## src/sv/rgb_to_packed_pixels_with_mask_assert.svh

```systemverilog
// assertion macros for the packed pixel converter
// needs i_clk and i_rst_n in the scope of the module that uses them
`ifndef RGB_TO_PACKED_PIXELS_WITH_MASK_ASSERT_SVH
`define RGB_TO_PACKED_PIXELS_WITH_MASK_ASSERT_SVH

// consequent must hold in the same cycle as the antecedent
`define RTPP_ASSERT_NOW(lbl, ante, cons, msg) \
    lbl: assert property (@(posedge i_clk) disable iff (!i_rst_n) (ante) |-> (cons)) \
        else $error(msg);

// consequent must hold in the cycle after the antecedent
`define RTPP_ASSERT_NEXT(lbl, ante, cons, msg) \
    lbl: assert property (@(posedge i_clk) disable iff (!i_rst_n) (ante) |=> (cons)) \
        else $error(msg);

`endif

```

## src/sv/rtpp_pkg.sv

```systemverilog
// shared types, constants and helpers of the packed pixel converter
// no dependencies
`default_nettype none

package rtpp_pkg;

    localparam int ROW_W         = 10;
    localparam int CFG_IDX_W     = 2;
    localparam int PIX_W         = 24;
    localparam int BYTE_W        = 8;
    localparam int BURST_N       = 4;
    localparam int CNT_W         = 3;
    localparam int ACC_W         = 16;
    localparam int SHIFT_W       = 4;
    localparam int MAX_WIDTH_DEF = 512;
    localparam int PAIR_MIN_WIDTH = 16;

    localparam logic [ROW_W-1:0] ROW_WIDTH_RST = 10'd16;

    // register indexes of the configuration port
    typedef enum logic [CFG_IDX_W-1:0] {
        CFG_ROW_WIDTH = 2'd0,
        CFG_TWO_BIT   = 2'd1,
        CFG_MASK_EN   = 2'd2
    } t_cfg_idx;

    // byte counts of one burst
    localparam logic [CNT_W-1:0] BURST_NONE = 3'd0;
    localparam logic [CNT_W-1:0] BURST_ONE  = 3'd1;
    localparam logic [CNT_W-1:0] BURST_TWO  = 3'd2;
    localparam logic [CNT_W-1:0] BURST_FOUR = 3'd4;

    // decoded mode bits handed to the pixel stage
    typedef struct packed {
        logic two_bit;
        logic mask_en;
        logic pair;
    } t_cfg;

    // bytes caused by one pixel, slot 0 goes out first
    typedef struct packed {
        logic [BURST_N-1:0][BYTE_W-1:0] bytes;
        logic [BURST_N-1:0]             is_mask;
        logic [CNT_W-1:0]               count;
        logic                           row_done;
    } t_burst;

    // width of the effective row width, wide enough for the register and the clamp
    function automatic int eff_w(input int max_width);
        int cw;
        cw = $clog2(max_width + 1);
        return (cw > ROW_W) ? cw : ROW_W;
    endfunction

endpackage

`default_nettype wire

```

## src/sv/rtpp_core.sv

```systemverilog
// pixel stage: input register, colour coding, row and byte accumulators
// depends on rtpp_pkg
`default_nettype none

module rtpp_core import rtpp_pkg::*; #(
    parameter int MAX_WIDTH = MAX_WIDTH_DEF
) (
    input  wire logic                         i_clk,
    input  wire logic                         i_rst_n,
    input  wire logic                         i_restart,
    input  wire t_cfg                         i_cfg,
    input  wire logic [eff_w(MAX_WIDTH)-1:0]  i_eff_width,
    input  wire logic                         i_in_valid,
    input  wire logic [PIX_W-1:0]             i_pixel_rgb,
    output logic                              o_in_ready,
    input  wire logic                         i_free,
    output logic                              o_load,
    output t_burst                            o_burst
);

    localparam int EW = eff_w(MAX_WIDTH);
    localparam int CW = $clog2(MAX_WIDTH);

    localparam logic [PIX_W-1:0] RGB_BLACK   = 24'h000000;
    localparam logic [PIX_W-1:0] RGB_BLUE    = 24'h0000FF;
    localparam logic [PIX_W-1:0] RGB_GREEN   = 24'h00FF00;
    localparam logic [PIX_W-1:0] RGB_MAGENTA = 24'hFF00FF;

    logic               r_in_valid;
    logic [PIX_W-1:0]   r_pixel;
    logic [CW-1:0]      r_column;
    logic [ACC_W-1:0]   r_data;
    logic [ACC_W-1:0]   r_mask;

    logic [EW-1:0]      col_x;
    logic [2:0]         pos_lo;
    logic               half;
    logic               full;
    logic               rowend;
    logic [SHIFT_W-1:0] shift;
    logic [1:0]         code;
    logic [1:0]         ones;
    logic               transparent;
    logic [ACC_W-1:0]   data_new;
    logic [ACC_W-1:0]   mask_new;
    logic               clear_acc;
    logic               commit;
    t_burst             burst;

    // colour code of one pixel
    function automatic logic [1:0] colour_code(input logic [PIX_W-1:0] rgb,
                                               input logic two_bit);
        logic [1:0] c;
        if (!two_bit) begin
            c = (rgb == RGB_BLACK) ? 2'd0 : 2'd1;
        end else if (rgb == RGB_BLACK) begin
            c = 2'd0;
        end else if (rgb == RGB_BLUE) begin
            c = 2'd1;
        end else if (rgb == RGB_GREEN) begin
            c = 2'd2;
        end else begin
            c = 2'd3;
        end
        return c;
    endfunction

    // position of the pixel within its byte and pair
    assign col_x  = EW'(r_column);
    assign pos_lo = i_cfg.two_bit ? {col_x[1:0], 1'b0} : col_x[2:0];
    assign half   = i_cfg.two_bit ? col_x[2] : col_x[3];
    assign full   = i_cfg.two_bit ? (col_x[1:0] == 2'b11) : (col_x[2:0] == 3'b111);
    assign rowend = (col_x + EW'(1)) >= i_eff_width;
    assign shift  = {i_cfg.pair & half, pos_lo};

    // merge the pixel into the accumulators
    assign code        = colour_code(r_pixel, i_cfg.two_bit);
    assign ones        = i_cfg.two_bit ? 2'b11 : 2'b01;
    assign transparent = i_cfg.mask_en && (r_pixel == RGB_MAGENTA);
    assign data_new    = transparent ? r_data : (r_data | (ACC_W'(code) << shift));
    assign mask_new    = transparent ? r_mask : (r_mask | (ACC_W'(ones) << shift));

    // bytes completed by this pixel
    always_comb begin
        burst = '0;
        if (!i_cfg.mask_en) begin
            if (full || rowend) begin
                burst.count    = BURST_ONE;
                burst.bytes[0] = data_new[7:0];
            end
        end else if (!i_cfg.pair) begin
            if (full || rowend) begin
                burst.count      = BURST_TWO;
                burst.bytes[0]   = mask_new[7:0];
                burst.is_mask[0] = 1'b1;
                burst.bytes[1]   = data_new[7:0];
            end
        end else if ((full && half) || rowend) begin
            if (half) begin
                burst.count      = BURST_FOUR;
                burst.bytes[0]   = mask_new[7:0];
                burst.bytes[1]   = mask_new[15:8];
                burst.bytes[2]   = data_new[7:0];
                burst.bytes[3]   = data_new[15:8];
                burst.is_mask[0] = 1'b1;
                burst.is_mask[1] = 1'b1;
            end else begin
                // odd final pair: low byte alone
                burst.count      = BURST_TWO;
                burst.bytes[0]   = mask_new[7:0];
                burst.is_mask[0] = 1'b1;
                burst.bytes[1]   = data_new[7:0];
            end
        end
        burst.row_done = rowend;
    end

    // handshake: a pixel with bytes waits until the output buffer frees up
    assign clear_acc  = (burst.count != BURST_NONE) && (!i_cfg.pair || half || rowend);
    assign commit     = r_in_valid && ((burst.count == BURST_NONE) || i_free);
    assign o_in_ready = !r_in_valid || commit;
    assign o_load     = commit && (burst.count != BURST_NONE);
    assign o_burst    = burst;

    // control and row state
    always_ff @(posedge i_clk) begin
        if (!i_rst_n) begin
            r_in_valid <= 1'b0;
            r_column   <= '0;
            r_data     <= '0;
            r_mask     <= '0;
        end else begin
            if (o_in_ready) begin
                r_in_valid <= i_in_valid;
            end
            if (i_restart) begin
                r_column <= '0;
                r_data   <= '0;
                r_mask   <= '0;
            end else if (commit) begin
                if (rowend || clear_acc) begin
                    r_data <= '0;
                    r_mask <= '0;
                end else begin
                    r_data <= data_new;
                    r_mask <= mask_new;
                end
                r_column <= rowend ? '0 : (r_column + CW'(1));
            end
        end
    end

    // pixel payload
    always_ff @(posedge i_clk) begin
        if (o_in_ready && i_in_valid) begin
            r_pixel <= i_pixel_rgb;
        end
    end

endmodule

`default_nettype wire

```

## src/sv/rtpp_emit.sv

```systemverilog
// output buffer: holds one burst of up to four bytes and hands them out in order
// depends on rtpp_pkg and the assertion macro header
`default_nettype none
`include "rgb_to_packed_pixels_with_mask_assert.svh"

module rtpp_emit import rtpp_pkg::*; (
    input  wire logic          i_clk,
    input  wire logic          i_rst_n,
    input  wire logic          i_load,
    input  wire t_burst        i_burst,
    output logic               o_free,
    output logic               o_out_valid,
    input  wire logic          i_out_ready,
    output logic [BYTE_W-1:0]  o_out_byte,
    output logic               o_is_mask_byte,
    output logic               o_row_done,
    output logic               o_run_last
);

    logic [CNT_W-1:0]               r_left;
    logic [BURST_N-1:0][BYTE_W-1:0] r_bytes;
    logic [BURST_N-1:0]             r_is_mask;
    logic                           r_row_done;
    logic                           take;

    // output request and buffer status
    assign o_out_valid    = (r_left != BURST_NONE);
    assign take           = o_out_valid && i_out_ready;
    assign o_free         = (r_left == BURST_NONE) || ((r_left == BURST_ONE) && take);
    assign o_out_byte     = r_bytes[0];
    assign o_is_mask_byte = r_is_mask[0];
    assign o_run_last     = (r_left == BURST_ONE);
    assign o_row_done     = r_row_done && (r_left == BURST_ONE);

    // bytes left in the burst
    always_ff @(posedge i_clk) begin
        if (!i_rst_n) begin
            r_left <= BURST_NONE;
        end else if (i_load) begin
            r_left <= i_burst.count;
        end else if (take) begin
            r_left <= r_left - BURST_ONE;
        end
    end

    // burst payload, shifted down one byte per request taken
    always_ff @(posedge i_clk) begin
        if (i_load) begin
            r_bytes    <= i_burst.bytes;
            r_is_mask  <= i_burst.is_mask;
            r_row_done <= i_burst.row_done;
        end else if (take) begin
            r_bytes   <= r_bytes >> BYTE_W;
            r_is_mask <= r_is_mask >> 1;
        end
    end

    `RTPP_ASSERT_NOW(a_load_when_free, i_load, o_free, "burst loaded over bytes still pending")
    `RTPP_ASSERT_NOW(a_load_count, i_load, (i_burst.count == BURST_ONE) || (i_burst.count == BURST_TWO) || (i_burst.count == BURST_FOUR), "burst of illegal length")
    `RTPP_ASSERT_NOW(a_row_done_last, o_out_valid && o_row_done, o_run_last, "row end flagged before last byte of burst")
    `RTPP_ASSERT_NEXT(a_drain_empty, take && (r_left == BURST_ONE) && !i_load, !o_out_valid, "buffer still valid after last byte taken")

endmodule

`default_nettype wire

```

## src/sv/rgb_to_packed_pixels_with_mask.sv

```systemverilog
// top level of the packed pixel converter: configuration registers and the two stages
// depends on rtpp_pkg, rtpp_core and rtpp_emit
//
//  channel   direction  handshake                   payload
//  pixel     in         i_in_valid / o_in_ready     i_pixel_rgb
//  bytes     out        o_out_valid / i_out_ready   o_out_byte, o_is_mask_byte,
//                                                   o_row_done, o_run_last
//  config    in         i_cfg_we (no wait)          i_cfg_index, i_cfg_wdata
//
// one pixel per cycle while no pixel waits; a pixel is held in the input register and
// its bytes pass through the output buffer, one byte per cycle while the sink is ready.
// the four-byte output buffer sets the rate: a pixel that completes bytes waits in the
// input register until the buffer is empty or its last byte goes; others pass freely.
// synchronous active-low reset; any configuration write restarts the current row.
`default_nettype none

module rgb_to_packed_pixels_with_mask import rtpp_pkg::*; #(
    parameter int MAX_WIDTH = MAX_WIDTH_DEF
) (
    input  wire logic                  i_clk,
    input  wire logic                  i_rst_n,
    input  wire logic                  i_in_valid,
    output logic                       o_in_ready,
    input  wire logic [PIX_W-1:0]      i_pixel_rgb,
    output logic                       o_out_valid,
    input  wire logic                  i_out_ready,
    output logic [BYTE_W-1:0]          o_out_byte,
    output logic                       o_is_mask_byte,
    output logic                       o_row_done,
    output logic                       o_run_last,
    input  wire logic                  i_cfg_we,
    input  wire logic [CFG_IDX_W-1:0]  i_cfg_index,
    input  wire logic [ROW_W-1:0]      i_cfg_wdata
);

    localparam int EW = eff_w(MAX_WIDTH);

    logic [ROW_W-1:0] r_row_width;
    logic             r_two_bit;
    logic             r_mask_en;

    logic [EW-1:0]    rw_x;
    logic [EW-1:0]    eff_width;
    t_cfg             cfg;
    logic             free;
    logic             load;
    t_burst           burst;

    // configuration registers
    always_ff @(posedge i_clk) begin
        if (!i_rst_n) begin
            r_row_width <= ROW_WIDTH_RST;
            r_two_bit   <= 1'b1;
            r_mask_en   <= 1'b0;
        end else if (i_cfg_we) begin
            case (i_cfg_index)
                CFG_ROW_WIDTH: r_row_width <= i_cfg_wdata;
                CFG_TWO_BIT:   r_two_bit   <= i_cfg_wdata[0];
                CFG_MASK_EN:   r_mask_en   <= i_cfg_wdata[0];
                default: begin
                end
            endcase
        end
    end

    // effective row width: zero counts as one, clamp to the largest row
    always_comb begin
        rw_x = EW'(r_row_width);
        if (rw_x == '0) begin
            eff_width = EW'(1);
        end else if (rw_x > EW'(MAX_WIDTH)) begin
            eff_width = EW'(MAX_WIDTH);
        end else begin
            eff_width = rw_x;
        end
    end

    // decoded mode
    assign cfg = '{two_bit: r_two_bit,
                   mask_en: r_mask_en,
                   pair:    r_mask_en && (eff_width >= EW'(PAIR_MIN_WIDTH))};

    rtpp_core #(
        .MAX_WIDTH (MAX_WIDTH)
    ) u_core (
        .i_clk       (i_clk),
        .i_rst_n     (i_rst_n),
        .i_restart   (i_cfg_we),
        .i_cfg       (cfg),
        .i_eff_width (eff_width),
        .i_in_valid  (i_in_valid),
        .i_pixel_rgb (i_pixel_rgb),
        .o_in_ready  (o_in_ready),
        .i_free      (free),
        .o_load      (load),
        .o_burst     (burst)
    );

    rtpp_emit u_emit (
        .i_clk          (i_clk),
        .i_rst_n        (i_rst_n),
        .i_load         (load),
        .i_burst        (burst),
        .o_free         (free),
        .o_out_valid    (o_out_valid),
        .i_out_ready    (i_out_ready),
        .o_out_byte     (o_out_byte),
        .o_is_mask_byte (o_is_mask_byte),
        .o_row_done     (o_row_done),
        .o_run_last     (o_run_last)
    );

endmodule

`default_nettype wire
```

## config.mk

```make
export PLATFORM = sky130hd
export DESIGN_NAME = rgb_to_packed_pixels_with_mask
export DESIGN_NICKNAME = d
export VERILOG_FILES = /design/src/sv/rtpp_pkg.sv /design/src/sv/rtpp_core.sv /design/src/sv/rtpp_emit.sv /design/src/sv/rgb_to_packed_pixels_with_mask.sv
export VERILOG_INCLUDE_DIRS = /design/src /design/src/sv
export SDC_FILE = /design/constraint.sdc
export NUM_CORES = 1
export LEC_CHECK = 0
export ABC_CLOCK_PERIOD_IN_PS = 4600
export BUFFER_PORTS_ARGS = -buffer_cell sky130_fd_sc_hd__buf_2
export CAP_MARGIN = 20
export CORE_MARGIN = 2
export CORE_UTILIZATION = 50
export DETAILED_ROUTE_END_ITERATION = 6
export MAX_ROUTING_LAYER = met4
export PLACE_DENSITY = 0.67
export SYNTH_ARGS = -nofsm -noshare
export SYNTH_HDL_FRONTEND = slang
export SYNTH_HIERARCHICAL = 1
export SYNTH_SLANG_ARGS = --single-unit
```

## constraint.sdc

```tcl
create_clock -name i_clk -period 4.6 [get_ports i_clk]
set_input_delay 0.92 -clock i_clk [delete_from_list [all_inputs] [get_ports i_clk]]
set_output_delay 0.92 -clock i_clk [all_outputs]
set_load 0.02 [all_outputs]
```

==> impl_metrics.tcl, run 1 <==
set metrics [dict create \
    vdd_drop_max_mv 0.313 \
    yosysUniqueCellTypes 72 \
    num_rows 40 \
    crit_type "reg -> out" \
    h-tree-depth 4 \
    n_antenna_cell 0 \
    synthFlopType "edfxtp_1" \
    hold_buffers 0 \
    cts_buffer_depth 2 \
    synth_edf_count 61 \
    crit_path_start_kind "register" \
    layout.nets 707 \
    synth_top_cell_by_area "edfxtp_1" \
    yosysWarnings 6 \
    wl_per_cell_um 16.7 \
    drive_gt1_frac 0.230 \
    drv_cap 0 \
    drt-vias-per-instance 5.73 \
    syn-instance-count 597 \
    yosys.area_share.simple 0.189 \
    root_buffer "clkbuf_16" \
    fillers 1067 \
    synth-xor-area-share 0.00722 \
    grt_pass1_wl_um 22100 \
    die_height_um 114 \
    slew_viol_final 0 \
    cp_slowest_stage_delay_ns 0.48 \
    muxShareOfSynthArea 0.0765 \
    p_leak_uw 0.00260 \
    die_w_um 114 \
    routed_wl_um 13500 \
    numCtsBuffers 17 \
    area_growth_pct 16.2 \
    clock_sinks 118 \
    port_buffers 53 \
    setup_viol 0 \
    p_sw_frac 0.249 \
    clk_pin_slew_ns 0.05 \
    dp_hpwl_um 9530 \
    vias 4646 \
    start_util 0.509 \
    min_path_type "reg -> reg" \
    critPathSlowestCell "dfxtp_2" \
    drcViolationCount 0 \
    syn_area_um2 6070 \
    crit_path_cell_trace "ha_1 -> nand3_1 -> nor2_1 -> nand3_1 -> xnor2_1 -> ha_1 -> nand2_1 -> nor2_1 -> a31o_2 -> nor2_4 -> a21oi_1 -> inv_1 -> buf_2" \
    post_synth_fa_ha_maj_area_fraction 0.0309 \
    power.clock.fraction 0.429 \
    worstPathMaxFanout 18 \
    insertion_delay_ns 0.42 \
    final-hold-violation-count 0 \
    skew_ns 0.0149 \
    rrSetupSlack_ns 0.62 \
    dr.pass1.iters 5 \
    synth_compound_area_frac 0.154 \
    grt_max_degree 39 \
    intPower_uw 2210 \
    initialDrtViolationCount 329 \
    synth_top_cell_area_share 0.302 \
    antenna_found_initial 0 \
    tns_ns 0 \
    finalWorstSetupSlack_ns 0.291 \
    p_sw_uw 730 \
    fin_crit_ns 4.31 \
    power.density_nw_per_um2 416 \
    ys_top_cells_by_area "edfxtp_1 (30%), dfxtp_1 (19%), a21oi_1 (4.7%)" \
    hold_ws_ns 0.460 \
    p_seq_frac 0.436 \
    io_pins 54 \
    synth_top_family_by_area "simple AND/OR/NAND/NOR gates" \
    grt_pass1_vias 4647 \
    max_freq_mhz 232 \
    core_area_um2 11900 \
    seq_area_um2 2970 \
    cts_tree "yes" \
    status "complete, no violations" \
    combPwrFrac 0.136 \
    max-slew-margin-rel 0.345 \
    timing.final.crit_share 0.937 \
    ys_async_sr_fraction 0 \
    pre_cts_slack_ns 0.345 \
    gp_congestion 0.878 \
    rsz0062_at_grt "no" \
    multi_input_area_um2 2810 \
    critical_path_arrival_ns 3.39 \
    critPathRequiredTime_ns 3.68 \
    crit_path_end_kind "output port" \
    grt_overflow 0 \
    postRouteAntennaNets 0 \
    avgSynthCellArea_um2 10.2 \
    ys_seq_elements 118 \
    track_usage 0.226 \
    tightestPinTransition_ns 0.978 \
    seq_area_frac_synth 0.490 \
    die_area_um2 13000 \
]
==> cells in the mapped netlist, types with 3 or more instances <==
library cell and instances:
nand2_1 38, a32o_1 3, o21ai_1 3, o21ai_0 13
buf_4 12, o22ai_1 9, clkbuf_1 17, nand2b_1 14
mux2_1 3, buf_2 3, nand4_1 4, and3_1 4
mux2_2 24, o211ai_1 5, a31oi_1 18, mux2i_1 16
or4_1 3, nor2b_1 22, nand3b_1 5, nand3_1 11
a21oi_1 57, o21a_1 7, or3_1 3, xor2_1 3
dfxtp_1 57, buf_6 5, nor2_1 56, edfxtp_1 61
inv_1 19, nor4_1 9, nor3_1 10, and2_1 18
ha_1 15
==> cell families (layout without fill, tap and decap cells) <==
family                     after synthesis  in the layout
xor gates and xnor gates                 5              5
AOI/OAI and AO/OA                      143            143
other                                    1              2
and+or+nand+nor                        213            213
DFF                                    118            118
adders and majority gates               15             15
muxes                                   43             43
buffers and inverters                   59            125
==> stage by stage <==
stage / area [µm²] / power [µW] / utilization / std cells
floorplan: 6070 / 1590 / - / 598
global placement: 6440 / 1680 / 0.541 / 775
detailed placement: 6440 / 1700 / 0.541 / 775
CTS: 7020 / 2970 / 0.589 / 807
global route: 7050 / 3060 / 0.592 / 811
finish: 7050 / 2940 / 0.592 / 811
==> path summary, 6_finish.rpt <==
| check | start | to | cells after the start |
|---|---|---|---|
| worst max register to register | u_core/r_column[1]$_SDFFE_PP0P_ | u_emit/r_bytes[9]$_DFFE_PP_ | 14 |
| worst max-delay path | u_core/r_column[1]$_SDFFE_PP0P_ | o_in_ready | 13 |
| worst min-delay path | u_core/r_data[6]$_SDFFE_PP0P_ | u_core/r_data[6]$_SDFFE_PP0P_ | 2 |
| worst min register to register | u_core/r_data[6]$_SDFFE_PP0P_ | u_core/r_data[6]$_SDFFE_PP0P_ | 2 |
==> cells in the final DEF, fill, tap and decap left out, types with 3 or more instances in the layout <==
cell type | netlist | routed
nor2_1 | 56 | 56
inv_1 | 19 | 19
clkbuf_8 | 0 | 5
ha_1 | 15 | 15
a31oi_1 | 18 | 18
o21ai_0 | 13 | 12
xor2_1 | 3 | 3
mux2i_1 | 16 | 16
nand3b_1 | 5 | 5
or4_1 | 3 | 3
o211ai_1 | 5 | 5
and3_1 | 4 | 4
mux2_2 | 24 | 24
nand4_1 | 4 | 4
mux2_1 | 3 | 3
edfxtp_1 | 61 | 61
and2_1 | 18 | 18
or3_1 | 3 | 3
nor4_1 | 9 | 9
o22ai_1 | 9 | 9
buf_2 | 3 | 53
nand3_1 | 11 | 11
dfxtp_1 | 57 | 56
a21oi_1 | 57 | 56
clkinv_2 | 0 | 4
nor3_1 | 10 | 10
nand2b_1 | 14 | 14
o21a_1 | 7 | 7
nor2b_1 | 22 | 21
clkbuf_16 | 0 | 17
o21ai_1 | 3 | 4
a32o_1 | 3 | 3
buf_4 | 12 | 17
nand2_1 | 38 | 38
==> final cells by class <==
class,count,share of cell area
clock buffer,23,0.0706
tap,147,0.0261
clock inverter,9,0.0105
inverter,21,0.0112
sequential,118,0.422
timing repair buffer,72,0.0614
multi-input combinational,421,0.399
==> power groups by stage <==
stage          logic [µW]  registers [µW]  clock network (µW)
3_3_place_gp          388            1300                   0
6_report              398            1280                1260
3_5_place_dp          397            1300                   0
2_1_floorplan         293            1290                   0
4_1_cts               399            1280                1290
5_1_grt               436            1290                1330
==> critical path, delay by kind of cell (launching register included) <==
family | cells | cell delay [ns]
AO/OA/AOI/OAI | 2 | 0.59
XOR/XNOR | 1 | 0.17
AND/OR/NAND/NOR | 6 | 0.99
adder cells (fa/ha/maj) | 2 | 0.53
flip-flops | 1 | 0.48
buffers and inverters | 2 | 0.22
==> registers in the layout (all words and copies together), names as in the netlist <==
signal	cells
u_core/r_data	16
u_core/r_column	9
u_emit/r_is_mask	4
u_emit/r_row_done	1
u_emit/r_bytes	24
r_two_bit	1
u_emit/r_left	3
u_core/r_in_valid	1
u_emit/o_out_byte	8
u_core/r_mask	16
u_core/r_pixel	24
r_row_width	10
r_mask_en	1
==> metal layers <==
metal | up-vias | share of wire | GRT usage | wire (µm)
li1 | 2278 | - | - | -
met1 | 2226 | 0.44 | 0.268 | 5960
met2 | 115 | 0.49 | 0.364 | 6630
met3 | 27 | 0.044 | 0.0561 | 592
met4 | 0 | 0.025 | 0.102 | 344
met5 | - | 0 | - | 0
==> repair_timing <==
item                       in CTS  in global routing
gates cloned                    0                  0
setup endpoints to repair       1                  1
setup buffers                   0                  4
gates resized for setup         2                  2
pin swaps                       0                  1
Note: power is estimated with default switching activity, not from simulation.
==> run 2, diff against run 1 <==
PLACE_DENSITY = 0.68   (was 0.67)
SYNTH_HIERARCHICAL = not set   (was 1)
==> run 2 against run 1 <==
Critical endpoint unchanged. Critical path depth shrank 1. Sequential share of layout area grew 2.4 points. Clock skew increased by 0.0017 ns. First-iteration DRC count grew 27%.
==> impl_metrics.tcl, run 2 <==
set metrics [dict create \
    status "complete, no violations" \
    insertion_delay_ns 0.53 \
    clk_pin_slew_ns 0.06 \
    routed_wl_um 12800 \
    layout_commonest_cell "nor2_1" \
    core_area_um2 10900 \
    grt_overflow 0 \
    tns_ns 0 \
    num_rows 38 \
    dp_hpwl_um 8990 \
    crit_type "reg -> out" \
    yosysUniqueCellTypes 62 \
    crit_path_start_kind "register" \
    gp_congestion 0.898 \
    timing.final.crit_share 0.945 \
    timing.rr.end "u_emit.o_out_byte[5]$_DFFE_PP_" \
    synthMostInstantiatedCell "nor2_1" \
    wl_met1_um 5630 \
    wl_per_cell_um 16.6 \
    synth_top_cell_area_share 0.316 \
    drcViolationCount 0 \
    p_leak_uw 0.00242 \
    synth_edf_count 59 \
    power.clock.fraction 0.426 \
    postRouteAntennaNets 0 \
    intPower_uw 2310 \
    synth_top_cell_by_area "edfxtp_1" \
    ys_top_cells_by_area "edfxtp_1 (32%), dfxtp_1 (20%), nor2_1 (5.0%)" \
    die_w_um 110 \
    io_pins 54 \
    setup_viol 0 \
    synthFlopType "edfxtp_1" \
    worstPathMaxFanout 15 \
    reg_top3 "u_core.r_pixel x24, u_emit.r_bytes x24" \
    p_sw_uw 792 \
    grt_pass1_wl_um 20900 \
    max_freq_mhz 230 \
    hold_ws_ns 0.458 \
    grt_max_degree 40 \
    area_growth_pct 16.6 \
    critical_path_arrival_ns 3.43 \
    drive_gt1_frac 0.171 \
    antenna_found_initial 0 \
    syn-instance-count 571 \
    root_buffer "clkbuf_8" \
    yosysWarnings 0 \
    fin_crit_ns 4.35 \
    vdd_drop_max_mv 0.333 \
    p_seq_frac 0.427 \
    synth_commonest_cells "nor2_1 (75), edfxtp_1 (59), dfxtp_1 (57)" \
    post-cts-setup-buffer-count 0 \
    rsz0062_at_grt "no" \
    die_area_um2 12100 \
    syn_area_um2 5600 \
    power.density_nw_per_um2 476 \
    clock_sinks 116 \
    syn-num-nets 627 \
    min_to "u_core.r_mask[6]$_SDFFE_PP0N_" \
    port_buffers 53 \
    rr_worst_depth 13 \
    worstHoldPathCells 2 \
    combPwrFrac 0.147 \
    p_sw_frac 0.255 \
    p_total_uw 3110 \
    ys_seq_elements 116 \
    die_height_um 110 \
    final-hold-violation-count 0 \
    wl_met2_um 5900 \
    track_usage 0.240 \
    n_antenna_cell 0 \
    min_path_type "reg -> reg" \
    seq_area_frac_synth 0.520 \
    skew_ns 0.0166 \
    layout_common_cells "nor2_1 (75), edfxtp_1 (59), dfxtp_1 (56)" \
    cts_buffer_depth 2 \
    vias 4449 \
    layout.nets 673 \
    start_util 0.514 \
    r2r_start "u_core.r_column[1]$_SDFFE_PP0N_" \
    numCtsBuffers 17 \
    grt_pass1_vias 4183 \
    slew_viol_final 0 \
    tightestPinTransition_ns 1.01 \
    crit_path_end_kind "output port" \
    dr_wl_met3_um 893 \
    dr.pass1.iters 7 \
    max-slew-margin-rel 0.317 \
    avgSynthCellArea_um2 9.81 \
    hp-start "u_core.r_mask[6]$_SDFFE_PP0N_" \
    rrSetupSlack_ns 0.72 \
    hold_buffers 0 \
    drt-vias-per-instance 5.78 \
    top_layer "met4" \
    ys_async_sr_fraction 0 \
    cts_tree "yes" \
    drv_cap 0 \
    initialDrtViolationCount 417 \
    h-tree-depth 4 \
    critPathRequiredTime_ns 3.68 \
]
==> run 2: cell types whose count changed in the layout (fill, tap and decap cells not counted), moves of 7 or more <==
cell / change
o21ai_0: +12
o22ai_1: -7
a31oi_1: -7
nand2_1: +13
and2_1: -15
nor2_1: +19
mux2_2: -22
a21oi_1: -8
inv_1: -7
buf_4: -7
==> run 2: metrics by stage <==
stage / std cells / setup slack [ns] / instance area [µm²] / util
global route: 770 / 0.0253 / 6530 / 0.600
floorplan: 571 / 0.490 / 5600 / -
finish: 770 / 0.255 / 6530 / 0.600
global placement: 738 / 0.900 / 5930 / 0.545
detailed placement: 738 / 0.723 / 5930 / 0.545
CTS: 770 / 0.206 / 6530 / 0.600
==> run 2: per-layer routing <==
metal | track usage | up-vias
li1 | - | 2173
met1 | 0.301 | 2086
met2 | 0.352 | 157
met3 | 0.0694 | 33
met4 | 0.119 | 0
met5 | - | -
==> run 2: critical path, cell delays in order (launching register included) <==
cell	delay [ns]
dfxtp_1	0.59
ha_1	0.30
and3_1	0.28
nand3_1	0.12
xnor2_1	0.16
ha_1	0.22
a2111oi_0	0.36
inv_1	0.12
o22ai_2	0.17
buf_4	0.22
a21oi_1	0.13
inv_1	0.08
buf_2	0.15
==> run 2: cell type report <==
class	instances	area [µm²]
flip-flops and latches	116	2910
repair buffers	63	340
multi-input cells	405	2450
fillers	919	4360
well taps	140	175
clock buffers	20	435
clock inverters	12	161
inverters	14	52.6
==> run 2: timing repair <==
action	CTS	global route
endpoints found under the setup margin	0	1
hold endpoints to repair	0	0
gates resized for setup	0	1
==> run 2: kinds of logic (layout without fill, tap and decap cells) <==
group / after synthesis / in the layout / synth area share
AOI/OAI and AO/OA: 146 / 146 / 0.166
xor gates and xnor gates: 7 / 7 / 0.0109
adders and majority gates: 15 / 15 / 0.0335
buffers and inverters: 50 / 109 / 0.0440
DFF: 116 / 116 / 0.520
muxes: 13 / 13 / 0.0237
and+or+nand+nor: 224 / 224 / 0.202
==> run 2: power groups by stage <==
| stage | Clock [µW] | Sequential, µW | Combinational, µW |
|---|---|---|---|
| CTS | 1340 | 1330 | 460 |
| global placement | 0 | 1340 | 445 |
| floorplan | 0 | 1330 | 346 |
| finish | 1320 | 1330 | 457 |
| global route | 1390 | 1340 | 509 |
| detailed placement | 0 | 1340 | 457 |
==> run 2: worst max-delay path by stage <==
stage	from	end	slack (ns)	cells after the start
6_report	u_core.r_column[1]$_SDFFE_PP0N_	o_in_ready	0.25	12
4_1_cts	u_core.r_column[2]$_SDFFE_PP0N_	o_in_ready	0.21	12
5_1_grt	u_core.r_column[1]$_SDFFE_PP0N_	o_in_ready	0.03	12
3_5_place_dp	u_core.r_column[2]$_SDFFE_PP0N_	u_emit.o_out_byte[5]$_DFFE_PP_	0.72	13
3_3_place_gp	u_core.r_column[2]$_SDFFE_PP0N_	o_in_ready	0.90	12
2_1_floorplan	u_core.r_column[1]$_SDFFE_PP0N_	u_core.r_pixel[0]$_DFFE_PP_	0.49	11
